**config.mk**
```make
export PLATFORM = sky130hd
export DESIGN_NAME = ptac_unpack
export DESIGN_NICKNAME = d
export VERILOG_FILES = /design/src/rtl/core/ptac_pkg.sv /design/src/rtl/core/ptac_unpack.sv
export SDC_FILE = /design/constraint.sdc
export NUM_CORES = 1
export LEC_CHECK = 0
export ABC_AREA = 0
export BUFFER_PORTS_ARGS = -buffer_cell sky130_fd_sc_hd__buf_2
export CORE_UTILIZATION = 45
export DETAILED_ROUTE_END_ITERATION = 16
export PLACE_DENSITY = 0.82
export SLEW_MARGIN = 30
export SYNTH_ARGS = -nofsm -noshare
export SYNTH_HDL_FRONTEND = slang
export SYNTH_SLANG_ARGS = --single-unit
```
**constraint.sdc**
```tcl
create_clock -name vclk -period 1.8
set_input_delay 0.36 -clock vclk [all_inputs]
set_output_delay 0.36 -clock vclk [all_outputs]
set_load 0.02 [all_outputs]
```
**src/rtl/core/ptac_pkg.sv**
```systemverilog
// Shared types and constants of the pixel to ARGB8888 converter.
package ptac_pkg;

   // Configuration register indexes.
   localparam logic [2:0] REG_PIXEL_DEPTH  = 3'd0;
   localparam logic [2:0] REG_VISUAL_CLASS = 3'd1;
   localparam logic [2:0] REG_PALETTE_SIZE = 3'd2;
   localparam logic [2:0] REG_RED_BITS     = 3'd3;
   localparam logic [2:0] REG_GREEN_BITS   = 3'd4;
   localparam logic [2:0] REG_BLUE_BITS    = 3'd5;

   // Request kinds.
   localparam logic OP_CONVERT   = 1'b0;
   localparam logic OP_PAL_WRITE = 1'b1;

   // Visual classes.
   localparam logic [2:0] CLASS_PSEUDO_COLOR = 3'd3;
   localparam logic [2:0] CLASS_TRUE_COLOR   = 3'd4;
   localparam logic [2:0] CLASS_DIRECT_COLOR = 3'd5;

   // Conversion modes.
   localparam logic [3:0] MODE_UNSUP   = 4'd0;
   localparam logic [3:0] MODE_INDEXED = 4'd1;
   localparam logic [3:0] MODE_565     = 4'd2;
   localparam logic [3:0] MODE_BGR565  = 4'd3;
   localparam logic [3:0] MODE_X555    = 4'd4;
   localparam logic [3:0] MODE_RGB888  = 4'd5;
   localparam logic [3:0] MODE_BGR888  = 4'd6;
   localparam logic [3:0] MODE_RGBX    = 4'd7;
   localparam logic [3:0] MODE_BGRX    = 4'd8;
   localparam logic [3:0] MODE_666     = 4'd9;

   localparam logic [7:0]  ALPHA_OPAQUE = 8'hff;
   localparam logic [31:0] ARGB_BLACK   = 32'hff000000;

   // Reset values of the configuration.
   localparam logic [5:0]  RST_PIXEL_DEPTH  = 6'd32;
   localparam logic [2:0]  RST_VISUAL_CLASS = 3'd4;
   localparam logic [8:0]  RST_PALETTE_SIZE = 9'd0;
   localparam logic [31:0] RST_RED_BITS     = 32'h00ff0000;
   localparam logic [31:0] RST_GREEN_BITS   = 32'h0000ff00;
   localparam logic [31:0] RST_BLUE_BITS    = 32'h000000ff;

   typedef struct packed {
      logic [5:0]  pixel_depth;
      logic [2:0]  visual_class;
      logic [8:0]  palette_size;
      logic [31:0] red_bits;
      logic [31:0] green_bits;
      logic [31:0] blue_bits;
   } cfg_type;

endpackage

```
**src/rtl/core/ptac_unpack.sv**
```systemverilog
// Channel unpacker: extracts and widens red, green and blue of a direct pixel.
module ptac_unpack (
   input  logic [3:0]  mode,
   input  logic [31:0] pixel,
   output logic [23:0] rgb
);

   logic [4:0] r5, b5, g5;
   logic [5:0] g6, r6, b6;

   assign r5 = pixel[15:11];
   assign g6 = pixel[10:5];
   assign b5 = pixel[4:0];
   assign g5 = pixel[9:5];
   assign r6 = pixel[17:12];
   assign b6 = pixel[5:0];

   always_comb begin
      rgb = pixel[23:0];
      unique case (mode)
         ptac_pkg::MODE_565:
            rgb = {r5, r5[4:2], g6, g6[5:4], b5, b5[4:2]};
         ptac_pkg::MODE_BGR565:
            rgb = {b5, b5[4:2], g6, g6[5:4], r5, r5[4:2]};
         ptac_pkg::MODE_X555:
            rgb = {pixel[14:10], pixel[14:12], g5, g5[4:2], b5, b5[4:2]};
         ptac_pkg::MODE_BGR888:
            rgb = {pixel[7:0], pixel[15:8], pixel[23:16]};
         ptac_pkg::MODE_RGBX:
            rgb = pixel[31:8];
         ptac_pkg::MODE_BGRX:
            rgb = {pixel[15:8], pixel[23:16], pixel[31:24]};
         ptac_pkg::MODE_666:
            rgb = {r6, r6[5:4], pixel[11:6], pixel[11:10], b6, b6[5:4]};
         default:
            rgb = pixel[23:0];
      endcase
   end

endmodule

```
==> out/results.tsv, run 1 <==
stage	metric	value	unit
place	place_area	1921	sq um
place	dp.final_hpwl	4577	um
floorplan	io_pins	60	
floorplan	initial_core_util	47.77	%
synth	synth_most_common_cell	nand2_1	
synth	syn_nets	227	
global_route	grt_usage	88.02	%
run_status	status	did not finish	
floorplan	fp-row-count	19	
synth	ys_types	47	
synth	synth_largest_area_cell	a221o_1	
place	post-place-cells	297	
synth	syn_area	1329	sq um
place	gp_congestion	0.9774	
synth	avgSynthCellArea	6.957	sq um
synth	synth_top_area_share	10.55	%
synth	ys_top_cells_by_count	nand2_1, a221o_1, buf_2	
synth	yosysSeqAreaShare	0	%
synth	synthTopCellsByArea	a221o_1, a32oi_1, o22ai_1	
run_status	error_line	[ERROR GRT-0232] Routing congestion too high. Check the congestion heatmap in the GUI.	
clock_tree	cts_hold_buffers	0	
place	numPortBuffers	60	
timing	worst_endpoint	rgb[19]	
floorplan	die_w	56.34	um
synth	yosysWarnings	0	
floorplan	die_height	56.34	um
global_route	gr-total-overflow	147	
timing	worst-ep-kind	primary output	
synth	synth_cells	191	
global_route	grt_max_degree	14	
run_status	stop_stage	global routing (5_1_grt)	
## layer usage
metal | track usage, % | overflow
met1 | 86.13 | 1
met2 | 113.6 | 106
met3 | 61.75 | 1
met4 | 97.21 | 39
met5 | 0 | 0
## cells by family after synthesis
kind of cell / synth area share [%]
AO/OA/AOI/OAI: 58.29
buffers and inverters: 12.71
multiplexers: 8.004
AND/OR/NAND/NOR: 20.34
XOR/XNOR: 0.6593
## stage by stage
step | TNS, ns | hold slack, ns | setup slack, ns | util (%)
2_1_floorplan | -0.05563 | 0.8878 | -0.03058 | -
3_3_place_gp | -5.462 | 1.111 | -0.2699 | 69.05
3_5_place_dp | -5.858 | 1.117 | -0.2947 | 69.05
4_1_cts | -1.729 | 1.119 | -0.1148 | 83.67
## what timing repair did
action,4_1_cts
setup endpoints to repair,24
pin swaps,15
resized for setup,79
buffers inserted,13
gates cloned,3
==> run 2: changes to the inputs <==
Settings changed: CORE_UTILIZATION 45 to 30, PLACE_DENSITY 0.82 to default, PLACE_DENSITY_LB_ADDON from default to 0.15.
==> out/results.tsv, run 2 <==
stage	metric	value	unit
run_status	status	finished, violations left	
run_status	violations	negative setup slack	
place	dp.final_hpwl	4557	um
setup_path	cp_cell_sequence	buf_12, nor3b_4, buf_6, buf_12, a21oi_1, o32a_1, buf_6	
synth	synth_largest_area_cell	a221o_1	
min_path	hold_class	in -> out	
layout	clock_buffers	0	
layout	stdcell_area	2751	sq um
global_route	grt_pass1_vias	1956	
floorplan	initial_core_util	32.29	%
setup_path	start_kind	primary input	
floorplan	fp-row-count	23	
setup_path	crit_required	1.44	ns
synth	synth_most_common_cell	nand2_1	
layout	area_delta_synth_final	107.1	%
floorplan	die_w	68.55	um
timing	post-route-worst-setup-slack	-0.1274	ns
flow_run	cap_viol_max_count	0	
timing	slew_headroom	73.25	%
place	gp_congestion	0.8560	
routing	m1WireLength	2976	um
routing	drt_iter0_drc	168	
synth	yosysWarnings	0	
synth	synthTopCellsByArea	a221o_1, a32oi_1, o22ai_1	
synth	ys_top_cells_by_count	nand2_1, a221o_1, buf_2	
setup_path	critPathKind	in -> out	
min_path	hp-start	pixel[18]	
layout	regArea	0	sq um
global_route	grt_pass1_wl	9942	um
routing	route.met3.wl	716	um
layout	finalNetCount	330	
global_route	gr-total-overflow	0	
place	numPortBuffers	60	
routing	wl_per_cell	21.67	um
routing	viasPerCell	6.652	
routing	via_count	2275	
setup_path	setup.worst_path.end_class	output port	
power	p_per_area	329.0	nW/um^2
synth	synth_cells	191	
routing	route.met2.wl	3517	um
synth	yosysSeqAreaShare	0	%
global_route	antenna_found_initial	0	
place	place_area	2024	sq um
place	post-place-cells	320	
timing	post-route-min-period	1.927	ns
timing	fmax	518.8	MHz
layout	fin_util	66.86	%
synth	synth_top_area_share	10.55	%
routing	detail-route-antenna-nets	0	
timing	setup_viol	24	
layout	layout-drive-gt1-share	63.70	%
floorplan	die_height	68.55	um
power	p_leak	0.001178	uW
floorplan	io_pins	60	
min_path	whs_endpoint	rgb[10]	
setup_path	critPathMaxFanout	6	
timing	finalHoldViolCount	0	
setup_path	critPathBufInv	4	
clock_tree	cts_hold_buffers	0	
setup_path	worst_ep_arrival_time	1.57	ns
floorplan	dieArea	4699	sq um
layout	stdcell_count	342	
setup_path	cpPeakStageDelay	0.39	ns
timing	drv_slew	0	
power	ir_drop	165.2	uV
floorplan	core-area	4115	sq um
layout	seq_cell_count	0	
timing	layout_worst_path_cycle_share	107.1	%
synth	syn_nets	227	
timing	worstMarginPinSlew	0.3994	ns
setup_path	slowest_stage	o32a_1	
routing	top_layer	met4	
synth	avgSynthCellArea	6.957	sq um
layout	layout_commonest_cell	buf_4	
routing	drc_errors	0	
global_route	grt_max_degree	22	
setup_path	crit_start	mode[2]	
setup_path	crit_family	buffers and inverters	
synth	ys_types	47	
min_path	hold_path_depth	3	
global_route	grt_usage	28.33	%
routing	drtPass1Iterations	4	
timing	tns	-1.723	ns
synth	syn_area	1329	sq um
power	total_power	905.3	uW
timing	rsz0062_at_grt	true	
routing	wl	7411	um
layout	diodes	0	
layout	final_cell_mix	buf_4, buf_6, buf_2, a221o_1, nand2_1	
==> run 2: cell counts after synthesis <==
No cell type changed its count.
==> run 2: worst max path at each step <==
| stage | slack (ns) | end | depth (start not counted) |
|---|---|---|---|
| after detailed placement | -0.29 | rgb[23] | 6 |
| after CTS | -0.11 | rgb[9] | 6 |
| after global placement | -0.27 | rgb[23] | 6 |
| after floorplan | -0.03 | rgb[19] | 6 |
| final | -0.13 | rgb[21] | 7 |
| after global routing | -0.14 | rgb[21] | 7 |
==> run 2: layer usage <==
| layer | GRT usage (%) | vias up |
|---|---|---|
| li1 | - | 1001 |
| met1 | 40.53 | 1097 |
| met2 | 45.96 | 154 |
| met3 | 1.809 | 23 |
| met4 | 6.250 | 0 |
| met5 | 0 | - |
==> run 2: cell families (layout without fill, tap and decap cells) <==
kind of cell | Yosys count | in the layout | synth area share, %
compound gates | 99 | 99 | 58.29
simple gates | 51 | 54 | 20.34
buf+inv | 30 | 128 | 12.71
mux | 10 | 10 | 8.004
xor+xnor | 1 | 1 | 0.6593
==> run 2: repair_timing <==
item | in CTS | in global routing
hold endpoints to repair | 0 | 0
resized for setup | 81 | 49
buffers inserted | 12 | 3
pin swaps | 19 | 42
cloned | 2 | 7
endpoints found under the setup margin | 24 | 24
==> run 2: stage by stage <==
| stage | hold WS, ns | setup WS (ns) |
|---|---|---|
| floorplan | 0.8878 | -0.03058 |
| global placement | 1.130 | -0.2697 |
| detailed placement | 1.133 | -0.2934 |
| CTS | 1.123 | -0.1126 |
| global route | 1.157 | -0.1359 |
| finish | 1.132 | -0.1274 |
==> run 2: layout make-up <==
cell class	count	area [sq um]
fillers	334	1364
well taps	50	62.56
inverters	7	28.78
multi-input cells	164	1500
repair buffers	121	1160
==> run 2: power by group <==
group          switching [uW]  internal [uW]
Sequential                  0              0
Clock                       0              0
Combinational             450            455
Total                     450            455
No activity file was read; power rests on OpenSTA's default activity.
