### config.mk
export PLATFORM = sky130hd
export DESIGN_NAME = ptac_fmt_decode
export DESIGN_NICKNAME = d
export VERILOG_FILES = /design/src/rtl/core/ptac_pkg.sv /design/src/rtl/core/ptac_fmt_decode.sv
export SDC_FILE = /design/constraint.sdc
export NUM_CORES = 1
export LEC_CHECK = 0
export BUFFER_PORTS_ARGS = -buffer_cell sky130_fd_sc_hd__buf_2
export CAP_MARGIN = 20
export CORE_MARGIN = 3
export CORE_UTILIZATION = 33
export DETAILED_ROUTE_END_ITERATION = 6
export PLACE_DENSITY = 0.92
export SYNTH_ARGS = -nofsm -noshare
export SYNTH_HDL_FRONTEND = slang
export SYNTH_SLANG_ARGS = --single-unit
### constraint.sdc
create_clock -name vclk -period 2.3
set_input_delay 0.115 -clock vclk [all_inputs]
set_output_delay 0.115 -clock vclk [all_outputs]
set_load 0.01 [all_outputs]
### src/rtl/core/ptac_pkg.sv
// Shared types and constants of the pixel to ARGB8888 converter.
package ptac_pkg;

   // Configuration register indexes.
   localparam logic [2:0] REG_PIXEL_DEPTH  = 3'd0;
   localparam logic [2:0] REG_VISUAL_CLASS = 3'd1;
   localparam logic [2:0] REG_PALETTE_SIZE = 3'd2;
   localparam logic [2:0] REG_RED_BITS     = 3'd3;
   localparam logic [2:0] REG_GREEN_BITS   = 3'd4;
   localparam logic [2:0] REG_BLUE_BITS    = 3'd5;

   // Request kinds.
   localparam logic OP_CONVERT   = 1'b0;
   localparam logic OP_PAL_WRITE = 1'b1;

   // Visual classes.
   localparam logic [2:0] CLASS_PSEUDO_COLOR = 3'd3;
   localparam logic [2:0] CLASS_TRUE_COLOR   = 3'd4;
   localparam logic [2:0] CLASS_DIRECT_COLOR = 3'd5;

   // Conversion modes.
   localparam logic [3:0] MODE_UNSUP   = 4'd0;
   localparam logic [3:0] MODE_INDEXED = 4'd1;
   localparam logic [3:0] MODE_565     = 4'd2;
   localparam logic [3:0] MODE_BGR565  = 4'd3;
   localparam logic [3:0] MODE_X555    = 4'd4;
   localparam logic [3:0] MODE_RGB888  = 4'd5;
   localparam logic [3:0] MODE_BGR888  = 4'd6;
   localparam logic [3:0] MODE_RGBX    = 4'd7;
   localparam logic [3:0] MODE_BGRX    = 4'd8;
   localparam logic [3:0] MODE_666     = 4'd9;

   localparam logic [7:0]  ALPHA_OPAQUE = 8'hff;
   localparam logic [31:0] ARGB_BLACK   = 32'hff000000;

   // Reset values of the configuration.
   localparam logic [5:0]  RST_PIXEL_DEPTH  = 6'd32;
   localparam logic [2:0]  RST_VISUAL_CLASS = 3'd4;
   localparam logic [8:0]  RST_PALETTE_SIZE = 9'd0;
   localparam logic [31:0] RST_RED_BITS     = 32'h00ff0000;
   localparam logic [31:0] RST_GREEN_BITS   = 32'h0000ff00;
   localparam logic [31:0] RST_BLUE_BITS    = 32'h000000ff;

   typedef struct packed {
      logic [5:0]  pixel_depth;
      logic [2:0]  visual_class;
      logic [8:0]  palette_size;
      logic [31:0] red_bits;
      logic [31:0] green_bits;
      logic [31:0] blue_bits;
   } cfg_type;

endpackage

### src/rtl/core/ptac_fmt_decode.sv
// Format decoder: picks the conversion mode from the configuration.
module ptac_fmt_decode #(
   parameter int PALETTE_DEPTH = 256
) (
   input  ptac_pkg::cfg_type cfg,
   output logic [3:0]        mode
);

   localparam logic [8:0] DEPTH_W = 9'(PALETTE_DEPTH);

   logic indexed;
   logic direct;

   function automatic logic masks_are(input ptac_pkg::cfg_type c, input logic [31:0] r,
                                      input logic [31:0] g, input logic [31:0] b);
      return c.red_bits == r && c.green_bits == g && c.blue_bits == b;
   endfunction

   assign indexed = cfg.visual_class <= ptac_pkg::CLASS_PSEUDO_COLOR;
   assign direct  = cfg.visual_class == ptac_pkg::CLASS_TRUE_COLOR ||
                    cfg.visual_class == ptac_pkg::CLASS_DIRECT_COLOR;

   always_comb begin
      mode = ptac_pkg::MODE_UNSUP;
      if (indexed) begin
         if (cfg.pixel_depth == 6'd8 && cfg.palette_size != 9'd0 &&
             cfg.palette_size <= DEPTH_W) begin
            mode = ptac_pkg::MODE_INDEXED;
         end
      end else if (direct) begin
         if (cfg.pixel_depth == 6'd16) begin
            if (masks_are(cfg, 32'h0000f800, 32'h000007e0, 32'h0000001f)) begin
               mode = ptac_pkg::MODE_565;
            end else if (masks_are(cfg, 32'h0000001f, 32'h000007e0, 32'h0000f800)) begin
               mode = ptac_pkg::MODE_BGR565;
            end else if (masks_are(cfg, 32'h00007c00, 32'h000003e0, 32'h0000001f)) begin
               mode = ptac_pkg::MODE_X555;
            end
         end else if (cfg.pixel_depth == 6'd24 || cfg.pixel_depth == 6'd32) begin
            // The 24-bit layouts give the same result as their 32-bit twins.
            if (masks_are(cfg, 32'h00ff0000, 32'h0000ff00, 32'h000000ff)) begin
               mode = ptac_pkg::MODE_RGB888;
            end else if (masks_are(cfg, 32'h000000ff, 32'h0000ff00, 32'h00ff0000)) begin
               mode = ptac_pkg::MODE_BGR888;
            end else if (cfg.pixel_depth == 6'd32) begin
               if (masks_are(cfg, 32'hff000000, 32'h00ff0000, 32'h0000ff00)) begin
                  mode = ptac_pkg::MODE_RGBX;
               end else if (masks_are(cfg, 32'h0000ff00, 32'h00ff0000, 32'hff000000)) begin
                  mode = ptac_pkg::MODE_BGRX;
               end else if (masks_are(cfg, 32'h0003f000, 32'h00000fc0, 32'h0000003f)) begin
                  mode = ptac_pkg::MODE_666;
               end
            end
         end
      end
   end

endmodule

==> impl_metrics.ini, run 1 <==
[layout]
seq_area_sq_um = 0
syn_to_final_growth_pct = 91.18
stdcell_count = 301
drive_gt1_share_pct = 54.98
n_clock_buffer = 0
n_antenna_cell = 0
layout.nets = 387
seq_cells = 0
utilization_pct = 67.71

[drt]
drt-pass1-iter-count = 4
drtIter0Drc = 69
vias = 1771
wl_um = 4537
detail-route-antenna-nets = 0
routedWlPerCell_um = 15.07
drc = 0
via_per_inst = 5.884

[timing]
max_clock_freq_ghz = 0.4306
setup_viol = 1
finalHoldViolCount = 0
drv_slew = 0
rsz0062_at_grt = true
fin_worst_hold_slack_ns = 0.6178
fin_crit_ns = 2.322
fin_crit_sh_pct = 101.0
max-slew-margin-rel_pct = 64.66
worstMarginPinSlew_ns = 0.5252
layout_setup_ws_ns = -0.02212

[yosys]
synthDistinctLibCells = 34
synth_area_per_cell_sq_um = 6.247
syn_area_sq_um = 893.4
yosys.area.top_type = nand4_1
syn_nets = 257
yosys-top-cells-area = nand4_1, nor4_1, nand2_1, or4_1, nor4_4
yosysWarnings = 0
ys_top_cells_by_count = nand2_1, nand4_1, nor4_1, nor2_1, nand3_1
synth_most_common_cell = nand2_1
synth_top_area_share_pct = 12.61
syn_inst = 143
yosysSeqAreaShare_pct = 0

[power]
powerDensity_nw_per_um2 = 109.8
p_leak_nw = 0.7512
ir_drop_v = 0.0001131

[global_route]
grt_pass1_wl_um = 6755
grt_pass1_vias = 1670
grt.total_usage_pct = 24.51
antenna_found_initial = 0
grt_overflow = 0
grt_max_degree = 6

[run]
maxCapViolCount = 0

[worst_hold_path]
hold_class = input pin to output port
whs_path_depth = 5
hp-start = cfg[110]
hold_end = mode[3]

[worst_setup_path]
required_ns = 2.18
cp_slowest_cell = or4_4
path_cells = buf_2 -> nor4_2 -> nand3_1 -> or4_4 -> or4b_4 -> a21o_2 -> o41ai_2 -> buf_2
critPathArrivalTime_ns = 2.21
criticalPathCategory = input pin to output port
start_kind = input pin
worst-path-max-fanout = 3
critPathMaxStageDelay_ns = 0.54
crit_family = simple AND/OR/NAND/NOR gates
worst-path-buf-inv = 2
crit_top_cell = buf_2
endpoint_kind = output port

[floorplanning]
die_w_um = 58.03
die_y_um = 58.03
io_pins = 118
initial_core_util_pct = 35.42
core_sq_um = 2522
rows = 18
die_area_sq_um = 3367

[run_status]
violations = negative setup slack
status = finished with violations

[place]
hpwl_um = 3868
port_buffers = 117
gp_congestion = 0.9422
placed_cells = 299
dp_slack_ns = -0.06575
-- how the worst max path moves through the flow --
stage / from / endpoint / cells after the start
after floorplan: cfg[24] / mode[0] / 7
after global placement: cfg[57] / mode[2] / 9
after detailed placement: cfg[52] / mode[2] / 9
after CTS: cfg[28] / mode[2] / 8
after global routing: cfg[75] / mode[2] / 8
final: cfg[75] / mode[2] / 8
-- per-stage QoR --
stage / instance area (sq um) / power [mW] / TNS, ns
2_1_floorplan: 893.4 / 0.03564 / 0
3_3_place_gp: 1584 / 0.1645 / 0
3_5_place_dp: 1584 / 0.1704 / -0.08167
4_1_cts: 1628 / 0.1754 / 0
5_1_grt: 1708 / 0.2066 / -0.3311
6_report: 1708 / 0.1875 / -0.02212
-- layout make-up --
class                           count  area [sq um]
Multi-Input combinational cell    140         965.9
Fill cell                         231         814.5
Tap cell                           30         37.54
Timing Repair Buffer              128         693.2
Inverter                            3         11.26
-- where the power goes --
group / switching (mW) / internal, mW / total (mW)
clock network: 0 / 0 / 0
registers: 0 / 0 / 0
logic: 0.0870 / 0.100 / 0.187
total: 0.0870 / 0.100 / 0.187
-- cells by family (layout without fill, tap and decap cells) --
| logic type | after synthesis | in the layout | synth area share [%] |
|---|---|---|---|
| xor gates and xnor gates | 1 | 1 | 0.9806 |
| AOI/OAI and AO/OA | 11 | 11 | 8.543 |
| and+or+nand+nor | 128 | 128 | 89.22 |
| buffers and inverters | 3 | 131 | 1.260 |
-- metal layers --
metal / vias to the layer above / GRT usage [%] / wire length [um]
met4: 0 / 5.960 / 157
met3: 14 / 2.227 / 387
met5: - / 0 / 0
li1: 861 / - / -
met1: 794 / 28.04 / 1551
met2: 102 / 47.90 / 2442
-- what timing repair did --
item / in CTS / in global routing
setup endpoints to repair: 2 / 4
hold buffers: 0 / 0
pin swaps: 4 / 6
buffers inserted: 1 / 1
resized for setup: 8 / 15
-- cells in the final DEF (no fill, tap or decap) --
cell type / synthesis / routed
a21o_1: 1 / 1
a21o_2: 1 / 1
a21oi_1: 1 / 1
a2bb2oi_1: 1 / 1
a31o_2: 1 / 1
a31oi_1: 3 / 3
and3_1: 5 / 5
and3_2: 1 / 1
and4_1: 1 / 1
and4b_1: 2 / 2
and4bb_2: 0 / 1
buf_2: 0 / 113
buf_4: 0 / 12
buf_6: 0 / 2
buf_8: 0 / 1
inv_1: 3 / 3
nand2_1: 21 / 21
nand2b_1: 2 / 2
nand3_1: 12 / 12
nand3_2: 1 / 1
nand4_1: 18 / 18
nand4b_1: 3 / 3
nor2_1: 13 / 13
nor3_1: 10 / 9
nor3_2: 1 / 2
nor3b_2: 0 / 1
nor4_1: 18 / 14
nor4_2: 1 / 2
nor4_4: 3 / 6
nor4bb_1: 1 / 1
o21ai_0: 1 / 1
o21ai_1: 1 / 1
o41ai_2: 0 / 1
or3_1: 2 / 2
or4_1: 9 / 6
or4_4: 0 / 3
or4b_4: 0 / 1
or4bb_1: 1 / 1
xor2_1: 1 / 1
(Power assumes the default switching activity.)
==> inputs of run 2 (changes only) <==
==> constraint.sdc (replaced) <==
create_clock -name vclk -period 2.3
set_input_delay 0.46 -clock vclk [all_inputs]
set_output_delay 0.46 -clock vclk [all_outputs]
set_load 0.01 [all_outputs]
==> run 2 against run 1 <==
  * The flow still finishes with violations (negative setup slack)
  * Fmax shrank 22%
  * Count of clock-buffer cells in the layout is the same
  * Combinational power grew 33%
  * Sequential share of layout area is the same
  * First-iteration DRC count grew 68%
  * Global-route usage grew 9.0 points
  * Power grew 32%
  * Critical path depth is the same
  * Cell count grew 15%
  * Non-clock buffer count grew 46
  * Routed wire length grew 26%
  * Worst hold slack gained 0.69 ns
  * Critical endpoint unchanged
==> impl_metrics.ini, run 2 (synthesis results as in run 1) <==
[global_route]
busiest_layer = met2
groute.layer.met2.usage_pct = 64.35
antenna_found_initial = 0
grt_overflow = 0
grt_pass1_vias = 2213
grt.total_usage_pct = 33.49
grt_max_degree = 5
grt_pass1_wl_um = 9066
grt_util_met3_pct = 3.786
use_met1_pct = 34.58

[drt]
drtIter0Drc = 116
vias = 2137
via_per_inst = 6.159
detail-route-antenna-nets = 0
routedWlPerCell_um = 16.54
drt-pass1-iter-count = 4
drc = 0
wl_um = 5739

[worst_setup_path]
required_ns = 1.84
crit_family = simple AND/OR/NAND/NOR gates
cp_slowest_cell = or4_4
critPathMaxStageDelay_ns = 0.56
worst-path-max-fanout = 2
endpoint_kind = output port
path_cells = buf_8 -> nor4_4 -> nand4_1 -> or4_4 -> or4b_4 -> a21o_2 -> o41ai_2 -> buf_2
worst-path-buf-inv = 2
start_kind = input pin
critPathArrivalTime_ns = 2.51
criticalPathCategory = input pin to output port

[power]
powerDensity_nw_per_um2 = 116.7
internal_power_uw = 141.2
power_frac_seq_pct = 0
p_leak_nw = 1.007
clock_power_share_pct = 0
ir_drop_v = 0.0001242
power_switching_uw = 106.9
comb_power_share_pct = 100.0
swShare_pct = 43.08

[timing]
tns_ns = -2.416
fin_crit_ns = 2.969
setup_viol = 4
max-slew-margin-rel_pct = 71.97
fin_crit_sh_pct = 129.1
fin_worst_hold_slack_ns = 1.304
worstMarginPinSlew_ns = 0.4166
drv_slew = 0
rsz0062_at_grt = true
finalHoldViolCount = 0
max_clock_freq_ghz = 0.3369
layout_setup_ws_ns = -0.6686

[worst_hold_path]
hold_class = input pin to output port

[layout]
fillerInstances = 168
seq_area_sq_um = 0
drive_gt1_share_pct = 63.72
seq_cells = 0
layout.nets = 433
n_clock_buffer = 0
layout_common_cells = buf_2, buf_4, nand2_1
layout_commonest_cell = buf_2
n_antenna_cell = 0
syn_to_final_growth_pct = 138.1

[run_status]
status = finished with violations
violations = negative setup slack

[floorplanning]
die_y_um = 58.03
rows = 18
io_pins = 118
die_area_sq_um = 3367
die_w_um = 58.03
core_sq_um = 2522
initial_core_util_pct = 35.42

[place]
gp_congestion = 0.9453
port_buffers = 117
hpwl_um = 4398

[run]
maxCapViolCount = 0
==> run 2: cell count changes in the layout (fill, tap and decap cells not counted), sizes merged <==
cell / change
buf: +46
==> run 2: layout make-up <==
class                           count  area [sq um]  share of cell area, %
Tap cell                           30         37.54                  1.765
Multi-Input combinational cell    140          1007                  47.35
Inverter                            3         11.26                 0.5294
Timing Repair Buffer              174          1071                  50.35
==> run 2: final timing paths <==
| check | startpoint | end | slack (ns) | cells after the start |
|---|---|---|---|---|
| setup / recovery | cfg[53] | mode[2] | -0.67 | 8 |
| hold / removal | cfg[107] | mode[0] | 1.30 | 5 |
==> run 2: power by group through the flow <==
stage / clock network [mW] / registers, mW / logic, mW
6_report: 0 / 0 / 0.248
2_1_floorplan: 0 / 0 / 0.0372
4_1_cts: 0 / 0 / 0.234
5_1_grt: 0 / 0 / 0.264
3_3_place_gp: 0 / 0 / 0.208
3_5_place_dp: 0 / 0 / 0.217
==> run 2: metrics by stage <==
| step | instances | utilization (%) | cell area, sq um | setup WS, ns | power (mW) |
|---|---|---|---|---|---|
| floorplan | 143 | - | 937.1 | -0.3751 | 0.03722 |
| global placement | 341 | 77.03 | 1943 | -0.6953 | 0.2079 |
| detailed placement | 341 | 77.03 | 1943 | -0.7621 | 0.2169 |
| CTS | 347 | 83.58 | 2108 | -0.6185 | 0.2337 |
| global route | 347 | 84.33 | 2127 | -0.7092 | 0.2644 |
| finish | 347 | 84.33 | 2127 | -0.6686 | 0.2481 |
==> run 2: repair_timing <==
action / CTS / global route
hold buffers: 0 / 0
buffers inserted: 6 / 0
endpoints found under the setup margin: 4 / 4
pin swaps: 20 / 8
cloned: 0 / 0
hold endpoints to repair: 0 / 0
resized for setup: 24 / 4
==> run 2: per-layer routing <==
| metal | routed length [um] | vias up |
|---|---|---|
| li1 | - | 949 |
| met1 | 1888 | 987 |
| met2 | 2979 | 162 |
| met3 | 568 | 39 |
| met4 | 302 | 0 |
| met5 | 0 | - |
==> inputs of run 3 (changes only) <==
Settings changed: PLACE_DENSITY 0.92 to 0.89.
==> run 3 against run 2 <==
  * The run still ends with negative setup slack left
  * Non-clock buffer count is 4 lower
  * Cell count down 1.2%
  * Via count down 4.9%
  * Final area fell by 1.6%
  * Fmax decreased by 1.0%
  * Die area did not move
  * Power decreased by 4.0%
  * Critical path type unchanged
  * Critical path depth rose by 1
==> impl_metrics.ini, run 3 (synthesis results as in run 1) <==
[worst_setup_path]
critPathMaxStageDelay_ns = 0.52
crit_top_cell = buf_2
cp-startpoint = cfg[28]
critPathArrivalTime_ns = 2.54
start_kind = input pin
cp_slowest_cell = or4_4
path_cells = buf_2 -> or4_4 -> nor4_1 -> nand4_1 -> nor4_2 -> a31oi_2 -> a21o_4 -> o41ai_2 -> buf_2
cp.depth = 9
crit_family = simple AND/OR/NAND/NOR gates
worst-path-max-fanout = 2
worst-path-buf-inv = 2
required_ns = 1.84
cp-endpoint = mode[2]
endpoint_kind = output port
criticalPathCategory = input pin to output port

[floorplanning]
die_area_sq_um = 3367
die_w_um = 58.03
rows = 18
io_pins = 118
die_y_um = 58.03
initial_core_util_pct = 35.42
core_sq_um = 2522

[layout]
layout_common_cells = buf_2, buf_4, nand2_1
drive_gt1_share_pct = 64.22
fillerInstances = 162
layout_commonest_cell = buf_2
n_antenna_cell = 0
seq_cells = 0
n_clock_buffer = 0
layout.nets = 429
seq_area_sq_um = 0
stdcell_count = 343
fin_area_sq_um = 2093
syn_to_final_growth_pct = 134.3

[run_status]
violations = negative setup slack
status = finished with violations

[global_route]
antenna_found_initial = 0
grt_pass1_vias = 1914
grt_max_degree = 5
grt.total_usage_pct = 26.41
grt_overflow = 0
grt_pass1_wl_um = 7279

[drt]
detail-route-antenna-nets = 0
routedWlPerCell_um = 15.89
via_per_inst = 5.924
drtIter0Drc = 86
drt-pass1-iter-count = 4
wl_um = 5449
drc = 0
vias = 2032

[power]
powerDensity_nw_per_um2 = 113.8
p_leak_nw = 0.9819
fin_total_pwr_uw = 238.1
ir_drop_v = 0.0001130

[place]
post_dp_cell_area_sq_um = 1928
dp_slack_ns = -0.7796
gp_congestion = 1.048
port_buffers = 117
hpwl_um = 4136
placed_cells = 339

[timing]
fin_crit_sh_pct = 130.4
layout_setup_ws_ns = -0.6994
max-slew-margin-rel_pct = 77.17
drv_slew = 0
finalHoldViolCount = 0
fin_crit_ns = 2.999
fin_worst_hold_slack_ns = 1.310
setup_viol = 4
worstMarginPinSlew_ns = 0.3393
rsz0062_at_grt = true
max_clock_freq_ghz = 0.3334

[worst_hold_path]
hold_class = input pin to output port
whs_path_depth = 5

[clock_network]
ctsHoldBuffers = 0

[run]
maxCapViolCount = 0
-- run 3: timing repair --
action | CTS | global route
gates cloned | 0 | 0
buffers inserted | 2 | 2
gates resized for setup | 13 | 15
pin swaps | 6 | 8
setup endpoints to repair | 4 | 4
-- run 3: stage by stage --
step                setup TNS [ns]  utilization [%]
floorplan                   -1.072                -
global placement            -2.287            76.44
detailed placement          -2.634            76.44
CTS                         -2.228            79.56
global route                -2.916            82.99
finish                      -2.540            82.99
-- run 3: worst min-delay path by stage --
stage | end | start
after floorplan | mode[2] | cfg[40]
after global placement | mode[0] | cfg[107]
after detailed placement | mode[0] | cfg[107]
after CTS | mode[0] | cfg[107]
after global routing | mode[0] | cfg[107]
final | mode[0] | cfg[107]
-- run 3: per-layer routing --
| layer | vias up | GRT usage, % | part of all wire (%) |
|---|---|---|---|
| met2 | 142 | 50.81 | 52 |
| met3 | 34 | 3.563 | 10 |
| li1 | 943 | - | - |
| met4 | 0 | 8.940 | 4.5 |
| met5 | - | 0 | 0 |
| met1 | 913 | 29.18 | 33 |
-- run 3: report_power, final --
group / leakage, nW / internal (mW) / total [mW] / switching, mW
clock network: 0 / 0 / 0 / 0
logic: 0.982 / 0.136 / 0.238 / 0.103
registers: 0 / 0 / 0 / 0
total: 0.982 / 0.136 / 0.238 / 0.103
-- run 3: final cells by class --
cell class	instances	area (sq um)	area share [%]
multi-input combinational	140	1032	49.31
timing repair buffer	170	1012	48.36
tap	30	37.54	1.793
inverter	3	11.26	0.5380
